**src/rtl/palette_to_uyvy_pixel_packer_defines.svh**
```systemverilog
// Assertion macros for the palette packer.
`ifndef PALETTE_TO_UYVY_PIXEL_PACKER_DEFINES_SVH
`define PALETTE_TO_UYVY_PIXEL_PACKER_DEFINES_SVH

`ifndef SYNTHESIS

// Condition in this cycle implies a consequence in the same cycle
`define P2UYVY_ASSERT_SAME(label, clk, rst_n, cond, cons) \
    label: assert property (@(posedge clk) disable iff (!rst_n) (cond) |-> (cons)) \
        else $error("p2uyvy: same-cycle check failed");

// Condition in this cycle implies a consequence in the next cycle
`define P2UYVY_ASSERT_NEXT(label, clk, rst_n, cond, cons) \
    label: assert property (@(posedge clk) disable iff (!rst_n) (cond) |=> (cons)) \
        else $error("p2uyvy: next-cycle check failed");

`else

`define P2UYVY_ASSERT_SAME(label, clk, rst_n, cond, cons)
`define P2UYVY_ASSERT_NEXT(label, clk, rst_n, cond, cons)

`endif

`endif

```
**src/rtl/p2uyvy_pkg.sv**
```systemverilog
`default_nettype none

package p2uyvy_pkg;

    // Number of palette entries and the index width they need
    localparam int PALETTE_ENTRIES = 256;
    localparam int IDX_W           = (PALETTE_ENTRIES > 1) ? $clog2(PALETTE_ENTRIES) : 1;

    // One palette entry: luma plus two's complement chroma patterns
    typedef struct packed {
        logic [7:0] luma;
        logic [7:0] cb;
        logic [7:0] cr;
    } ycc_t;

    // Write request into the palette memory
    typedef struct packed {
        logic       en;
        logic [7:0] slot;
        ycc_t       data;
    } pal_wr_t;

    // Read request for a pixel pair
    typedef struct packed {
        logic       en;
        logic [7:0] addr_first;
        logic [7:0] addr_second;
    } pal_rd_t;

    // Sequencer states
    typedef enum logic [1:0] {
        ST_IDLE,
        ST_CHROMA,
        ST_AVG
    } state_t;

endpackage

`default_nettype wire

```
**src/rtl/p2uyvy_csc.sv**
```systemverilog
`default_nettype none

module p2uyvy_csc (
    input  wire logic       clk,
    input  wire logic       load,
    input  wire logic [7:0] red,
    input  wire logic [7:0] green,
    input  wire logic [7:0] blue,
    output p2uyvy_pkg::ycc_t entry
);
    import p2uyvy_pkg::*;

    logic [7:0] luma_reg;
    logic [7:0] red_reg;
    logic [7:0] blue_reg;

    logic [15:0]        luma_sum;
    logic signed [9:0]  b_diff;
    logic signed [9:0]  r_diff;
    logic signed [17:0] b_prod;
    logic signed [17:0] r_prod;

    // Clamp a scaled chroma value to -128..127
    function automatic logic [7:0] sat8(input logic signed [9:0] x);
        logic [7:0] res;
        if (x > 10'sd127)
        begin
            res = 8'h7F;
        end
        else if (x < -10'sd128)
        begin
            res = 8'h80;
        end
        else
        begin
            res = x[7:0];
        end
        return res;
    endfunction

    // Stage one: weighted luma sum
    assign luma_sum = 16'(red) * 16'd77 + 16'(green) * 16'd150 + 16'(blue) * 16'd29;

    always_ff @(posedge clk)
    begin
        if (load)
        begin
            luma_reg <= luma_sum[15:8];
            red_reg  <= red;
            blue_reg <= blue;
        end
    end

    // Stage two: scaled color differences, floor shift, saturate
    assign b_diff = $signed({2'b00, blue_reg}) - $signed({2'b00, luma_reg});
    assign r_diff = $signed({2'b00, red_reg}) - $signed({2'b00, luma_reg});
    assign b_prod = 18'(b_diff) * 18'sd144;
    assign r_prod = 18'(r_diff) * 18'sd183;

    assign entry.luma = luma_reg;
    assign entry.cb   = sat8(b_prod[17:8]);
    assign entry.cr   = sat8(r_prod[17:8]);

endmodule

`default_nettype wire

```
**config.mk**
```make
export PLATFORM = sky130hd
export DESIGN_NAME = p2uyvy_csc
export DESIGN_NICKNAME = d
export VERILOG_FILES = /design/src/rtl/palette_to_uyvy_pixel_packer_defines.svh /design/src/rtl/p2uyvy_pkg.sv /design/src/rtl/p2uyvy_csc.sv
export SDC_FILE = /design/constraint.sdc
export NUM_CORES = 1
export LEC_CHECK = 0
export BUFFER_PORTS_ARGS = -buffer_cell sky130_fd_sc_hd__buf_2
export CAP_MARGIN = 20
export CORE_MARGIN = 10
export CORE_UTILIZATION = 49
export CTS_CLUSTER_DIAMETER = 80
export CTS_CLUSTER_SIZE = 25
export DETAILED_ROUTE_END_ITERATION = 12
export PLACE_DENSITY = 0.68
export SYNTH_ARGS = -nofsm -noshare
export SYNTH_HDL_FRONTEND = slang
export SYNTH_SLANG_ARGS = --single-unit
```
**constraint.sdc**
```tcl
create_clock -name clk -period 7.02 [get_ports clk]
set_clock_uncertainty 0.05 [all_clocks]
set_input_delay 0.351 -clock clk [delete_from_list [all_inputs] [get_ports clk]]
set_output_delay 0.351 -clock clk [all_outputs]
set_load 0.005 [all_outputs]
```
==> results of run 1 <==
-- cell families after synthesis --
kind of cell | share of synthesized area, %
fa+ha+maj | 53.1
buf+inv | 10.8
compound gates | 11.9
simple gates | 7.35
xor+xnor | 5.92
flops | 10.8
mux | 0.150
-- placed cells by master (no fill, tap or decap), types with 6 or more instances in the layout --
cell type  Yosys  routed
xnor2_1       29      27
ha_1         151     144
a21oi_1       28      26
nand2_1       14      14
xor2_1        16      15
edfxtp_1      24      24
o21ai_0       19      18
buf_2          0      49
nor2b_1        9       9
buf_4          0      22
fa_1          82      79
nor2_1        25      25
inv_1        177     169
o21a_1         7       7
ha_4           0       6
inv_2          0       8
a21o_1        16      16
-- cells in the mapped netlist (all sizes together), types with 2 or more instances --
cell type	count	area (µm²)
and2b	2	18.8
a211o	3	26.3
inv	178	671
and2	3	21.3
a31o	3	26.3
xnor2	29	254
or3	4	26.3
edfxtp	24	721
or2	2	12.5
a21o	18	138
nor2	25	93.8
o21a	7	52.6
o21bai	4	30.0
ha	151	1890
nor3	6	46.3
a21boi	4	33.8
o22ai	3	18.8
fa	82	1640
nand3b	2	15.0
nand3	5	37.5
o31ai	2	15.0
o211ai	3	36.3
clkbuf	4	15.0
nand2	14	52.6
a211oi	4	45.1
and3	4	25.0
xor2	16	140
a21oi	29	156
o31a	2	17.5
nor2b	10	65.1
o21ai	23	130
-- layer usage --
metal | vias up | track usage (%) | routed length (µm)
met2 | 54 | 28.5 | 7390
met5 | - | 0 | 0
met4 | 0 | 3.14 | 93
met1 | 2361 | 18.0 | 5790
li1 | 2355 | - | -
met3 | 6 | 1.03 | 217
-- final timing paths --
kind              slack (ps)  cells after the start          end        from
hold / removal           320                      1  blue_reg[0]     blue[0]
setup / recovery         170                     25     entry[6]  red_reg[0]
-- critical path, delay by kind of cell, from the launching register on --
kind	cells	cell delay [ps]
simple gates	4	780
fa+ha+maj	7	2790
buf+inv	6	530
compound gates	8	1690
flops	1	380
-- layout make-up --
type,instances,share of cell area (%)
multi-input cells,475,72.0
well taps,176,2.94
clock buffers,3,1.00
inverters,178,8.95
flip-flops and latches,24,9.62
repair buffers,71,5.48
clock inverters,1,0.0501
-- stage by stage --
step,instances,TNS [ps]
floorplan,682,0
global placement,906,0
detailed placement,906,-398
CTS,914,0
global route,928,-90.1
finish,928,0
-- timing repair --
item / in CTS / in global routing
cloned: 0 / 0
hold buffers: 0 / 0
resized for setup: 7 / 29
buffers inserted: 4 / 14
pin swaps: 6 / 24
endpoints found under the setup margin: 7 / 7
==> results.md, run 1 <==
- The run finished with clean final reports.
- The HPWL reported at the end of detailed placement is 11900 µm.
- Synthesis instantiated 64 different standard cells from the library.
- Setup violations remaining at the end of the flow were counted as 0.
- The layout net count is 1012.
- The worst endpoint required time is 6620 ps.
- The number of antenna-violating nets in the routed design is 0.
- The nature of the critical path endpoint is a primary output.
- The number of register bits inferred by synthesis is 24.
- Detailed routing inserted a total of 4776 vias.
- Based on the critical path, the design can be clocked at up to 146 MHz.
- At the end of the flow the core is filled with cells to 56.4%.
- The clock-pin slew reported for the worst setup and hold paths after clock tree synthesis is 60 ps.
- Among all flip-flop cells after synthesis, the most frequent one is edfxtp_1.
- The final design instance area without fill is 7490 µm².
- The post-place setup slack is -98.7 ps.
- The filler cells instantiated in the layout total 1161.
- The path type of the worst min-delay path is input port to flop.
- The CTS tree is yes.
- Hold timing on the final database bottoms out at a slack of 324 ps.
- For this block, the initial DRC count from the detailed router was 153.
- The floorplan step defined a core boundary enclosing 13300 µm².
- The row count is 42.
- The setup slack after layout is 174 ps.
- After detailed routing, the number of remaining DRC violations is 0.
- The number of levels the H-tree was split into is 1.
- The post-synthesis cell area is 6660 µm².
- The worst setup path is of the flop to primary output kind.
- Global routing finished with a remaining overflow of 0.
- The clock sink total is 24.
- The number of top-level design ports is 50.
- The slowest stage of the critical path is the fa_1 cell.
- The floorplan step set the die width to 137 µm.
- The die outline height is 137 µm.
- Of the cells placed in the final design, the portion with a size suffix greater than 1 is 17.2%.
- The number of hold-slack violations in the final timing report came to 0.
- Counting every instance in the synthesized netlist gives 682.
- The number of buffers added on ports is 49.
- The clock passes through at most 2 buffers.
- Counting flops with an async set or reset pin after synthesis yields a share of 0%.
- The clock period minus worst slack is 6850 ps.
- In the final layout, the multi-input gates occupy 5390 µm².
- Dividing the synthesized area by the synthesized cell count gives 9.76 µm².
- The number of warnings printed during yosys synthesis is 0.
- STA classifies the critical path startpoint as a flop.
- The first detailed-routing pass ran for 4 iterations.
- 0 antenna diodes ended up in the layout.
- Synthesis produced a netlist with a net count of 941.
- The final weighted congestion in routability-driven placement is 0.866.
- The total routing usage reported by global routing is 15.0%.
- The CTS buffer count is 3.
- After layout, the worst path uses 97.5% of the clock period.
- The die covers 18600 µm².
- Summed over all layers, the routed wires come to 13500 µm.
- The transition time of the tightest slew-check pin is 545 ps.
- STA puts the critical path data arrival time at 6440 ps.
- The clock root buffer is clkbuf_16.
- For this run, the slowest stage of the critical path takes 550 ps.
- The sequential standard cell area is 721 µm².
- The worst pin sits at a relative slew slack of 63.5%.
- By instance count, the cell type seen most on the critical path is fa_2.
- Entering global routing, the biggest net connects 25 pins.
- The sequential fraction of the synthesis area is 10.8%.
- The number of enable flip-flop cells after synthesis is 24.
- The area growth from synthesis to layout is 12.6%.
- The number of pins with negative max-slew slack in the final report is 0.
- Setup repair after global routing could not meet its margin everywhere.
- The initial utilization of the core area, before any placement, comes to 50.1%.
- Summing all placed instances gives a cell area of 7100 µm².
- The average vias per placed instance is 5.15.
- The number of max-cap violations is 0.
- The routed wirelength normalized by instance count is 14.5 µm.
- The via count of the first global-routing pass is 5102.
- The first global-routing pass estimated 23300 µm of wire.
- The largest driver fanout on the critical path is 6.
- The initial antenna violation count is 0.
Power of run 1 is not shown: default switching activity piles up to over one toggle a cycle in this logic, so the estimate is an artifact.
==> run 2, diff against run 1 <==
--- a/config.mk
+++ b/config.mk
@@ -5,6 +5,7 @@
 export SDC_FILE = /design/constraint.sdc
 export NUM_CORES = 1
 export LEC_CHECK = 0
+export ABC_AREA = 1
 export BUFFER_PORTS_ARGS = -buffer_cell sky130_fd_sc_hd__buf_2
 export CAP_MARGIN = 20
 export CORE_MARGIN = 10
==> constraint.sdc (replaced) <==
create_clock -name clk -period 7.55 [get_ports clk]
set_clock_uncertainty 0.05 [all_clocks]
set_input_delay 0.3775 -clock clk [delete_from_list [all_inputs] [get_ports clk]]
set_output_delay 0.3775 -clock clk [all_outputs]
set_load 0.005 [all_outputs]
==> run 2 against run 1 <==
Compared with the run above: global-route usage is 0.78 points lower; cell count up 9.2%; hold slack improved by 35 ps; flip-flop and latch count is the same; clock-buffer cell count stayed put; first-iteration DRC count down 26%; critical path depth is 4 higher.
==> results.md, run 2 <==
- The maximum operating frequency is 154 MHz.
- The number of enable flip-flop cells after synthesis came to 24 (unchanged).
- The overall via count from detail_route is 4851 (+1.6%).
- The number of levels the H-tree was split into is 1 (unchanged).
- The via count of the first global-routing pass is 4910 (-3.8%).
- The non-filler instance count after layout was 1013 (+9.2%).
- CTS placed an instance of clkbuf_16 at the clock tree root.
- The layout net count was 1097 (+8.4%).
- The total routing usage reported by global routing is 14.2% (-0.78 points).
- The worst path arrival time is 6070 ps (-370 ps).
- The CTS buffer count is 3 (unchanged).
- The post-synthesis cell count came to 787 (+15%).
- The worst setup path is captured at a primary output.
- The number of resized instances in the post-cts repair step came to 0 (-7).
- The number of register bits inferred by synthesis is 24 (unchanged).
- By area the synthesized netlist is led by ha_1 28%, fa_1 24%, inv_1 12%.
- The initial antenna violation count is 0 (unchanged).
- The average vias per placed instance is 4.79 (-7.0%).
- The clock-pin slew reported for the worst setup and hold paths after clock tree synthesis was 60 ps (about the same).
- The largest net degree at the start of global routing is 25 (unchanged).
- The most used flip-flop cell after synthesis is edfxtp_1.
- The final design instance area without fill is 7350 µm² (-1.9%).
- inv_1 is the most common cell in the netlist.
- The transition time of the tightest slew-check pin is 651 ps (+106 ps).
- The initial cell density of the core was 50.7% (+0.63 points).
- The global-route wire length before repair is 22400 µm (-4.0%).
- The synthesized design spends more area on one cell type than any other, namely ha_1.
- The maximum clock path buffer count is 2 (unchanged).
- The largest driver fanout on the critical path came to 7 (+1).
- The routed wirelength normalized by instance count was 12.5 µm (-14%).
- The number of fill cells was 1272 (+9.6%).
- The proportion of netlist area held by the largest area contributor was 27.8% (-0.57 points).
- The total nets after synthesis is 1046 (+11%).
- The DRC violation count after routing is 0 (unchanged).
- The post-synthesis cell area was 6790 µm² (+2.0%).
- Compared with the post-synthesis result, the final layout area differs by 8.24%.
- The cell repeated most along the worst path is nand2_1.
- The core area is 13400 µm² (+0.79%).
- The sequential fraction of the synthesis area is 10.6% (-0.22 points).
- The number of top-level design ports is 50 (unchanged).
- TritonCTS built the clock tree.
- The number of antenna-violating nets in the routed design is 0 (unchanged).
- The detailed-router iteration count before antenna repair is 4 (unchanged).
- The number of setup violations in the final report was 0 (unchanged).
- The post-CTS setup-driven buffer insertion count is 0 (-4).
- The slowest cell on the critical path is fa_1.
- The share of post-route cells with drive strength above 1 is 9.32% (-7.8 points).
- The mean post-synth cell area is 8.63 µm² (-12%).
- The run finished with clean final reports.
- The count of hold-fix buffers inserted at cts is 0 (unchanged).
- The most common cell after layout, fill and taps aside is inv_1.
- The diode insertion count for antenna repair was 0 (unchanged).
- The number of hold-slack violations in the final timing report came to 0 (unchanged).
- The final total negative setup slack came to 0 ps (unchanged).
- The number of buffers added on ports is 49 (unchanged).
- The final weighted congestion in routability-driven placement is 0.825 (-4.7%).
- The final cell utilization of the core was 54.9% (-1.5 points).
- The number of max-cap violations is 0 (unchanged).
- The period utilization is 86.1%.
- The kind of critical path is flop to primary output.
- The die outline height is 138 µm (+0.87%).
- The worst slew margin relative to its limit was 56.5% (-7.0 points).
- The clock sink total was 24 (unchanged).
- In the layout the commonest cells are 219 x inv_1, 151 x ha_1, 115 x nand2_1, 82 x fa_1, 49 x buf_2.
- The overall die width is 138 µm (+0.87%).
- The HPWL reported at the end of detailed placement came to 11500 µm (-3.0%).
- The delay of the slowest cell on the worst path is 530 ps (-20 ps).
- The violation count after the first detailed-routing iteration is 113 (-26%).
- The full die area is 19000 µm² (+1.8%).
- The placed cell count is 1009 (+11%).
- The number of different library cells in the post-synthesis netlist was 37 (-42%).
- The routed wire length came to 12600 µm (-6.4%).
- The row count is 42 (unchanged).
- The path type of the worst min-delay path is input port to flop.
- The fraction of registers with async set/reset came to 0% (unchanged).
- Setup repair after global routing left no endpoint under its margin.
- The number of pins with negative max-slew slack in the final report was 0 (unchanged).
- The post-detailed-placement cell area came to 7250 µm² (+2.0%).
- The overall overflow remaining after global route is 0 (unchanged).
- By count the netlist is led by 219 x inv_1, 151 x ha_1, 115 x nand2_1.
- The worst endpoint required time is 7120 ps (+500 ps).
- The clock period minus worst slack is 6500 ps.
- STA classifies the critical path startpoint as a flop.
- The number of warnings printed during yosys synthesis is 0 (unchanged).
[run 2: changes by cell type after synthesis, sizes merged, moves of 10 or more]
cell,previous run,this run
nand2,14,126
xnor2,29,17
a21o,18,6
a21oi,29,45
xor2,16,28
nand3,5,28
inv,178,221
nor2b,10,0
o21ai,23,12
[run 2: area by class of cell]
class,instances,area (µm²),area share (%)
multi-input cells,539,5230,71.1
inverters,221,830,11.3
flip-flops and latches,24,721,9.80
repair buffers,49,245,3.34
well taps,176,220,3.00
clock buffers,3,75.1,1.02
clock inverters,1,30.0,0.409
[run 2: through the flow]
| step | worst slack, ps | hold WS (ps) |
|---|---|---|
| after floorplan | 1560 | 426 |
| after global placement | 1190 | 605 |
| after detailed placement | 1110 | 617 |
| after CTS | 1040 | 353 |
| after global routing | 606 | 355 |
| final | 1050 | 359 |
[run 2: final timing paths]
kind,end,startpoint,slack [ps],cells past startpoint
hold / removal,blue_reg[0],blue[0],360,1
setup / recovery,entry[0],luma_reg[0],1050,29
[run 2: worst max-delay path: cells and delay by family (launching register included)]
family | cells | cell delay [ps]
DFF | 1 | 420
xor gates and xnor gates | 1 | 220
AOI/OAI and AO/OA | 2 | 540
buffers and inverters | 6 | 530
and+or+nand+nor | 13 | 1330
adders and majority gates | 7 | 2750
[run 2: logic make-up after synthesis]
family,Yosys count,synth area share [%]
buffers and inverters,224,12.4
XOR/XNOR,45,5.91
adder cells (fa/ha/maj),233,52.0
flip-flops,24,10.6
AND/OR/NAND/NOR,184,12.2
AO/OA/AOI/OAI,77,6.93
[run 2: layer usage]
layer  vias up  GRT usage (%)  routed length [µm]
li1       2550              -                   -
met1      2228           18.5                5940
met2        54           25.4                6240
met3        19          0.583                 232
met4         0           3.30                 207
met5         -              0                   0
Power of run 2 is left out for the same reason.
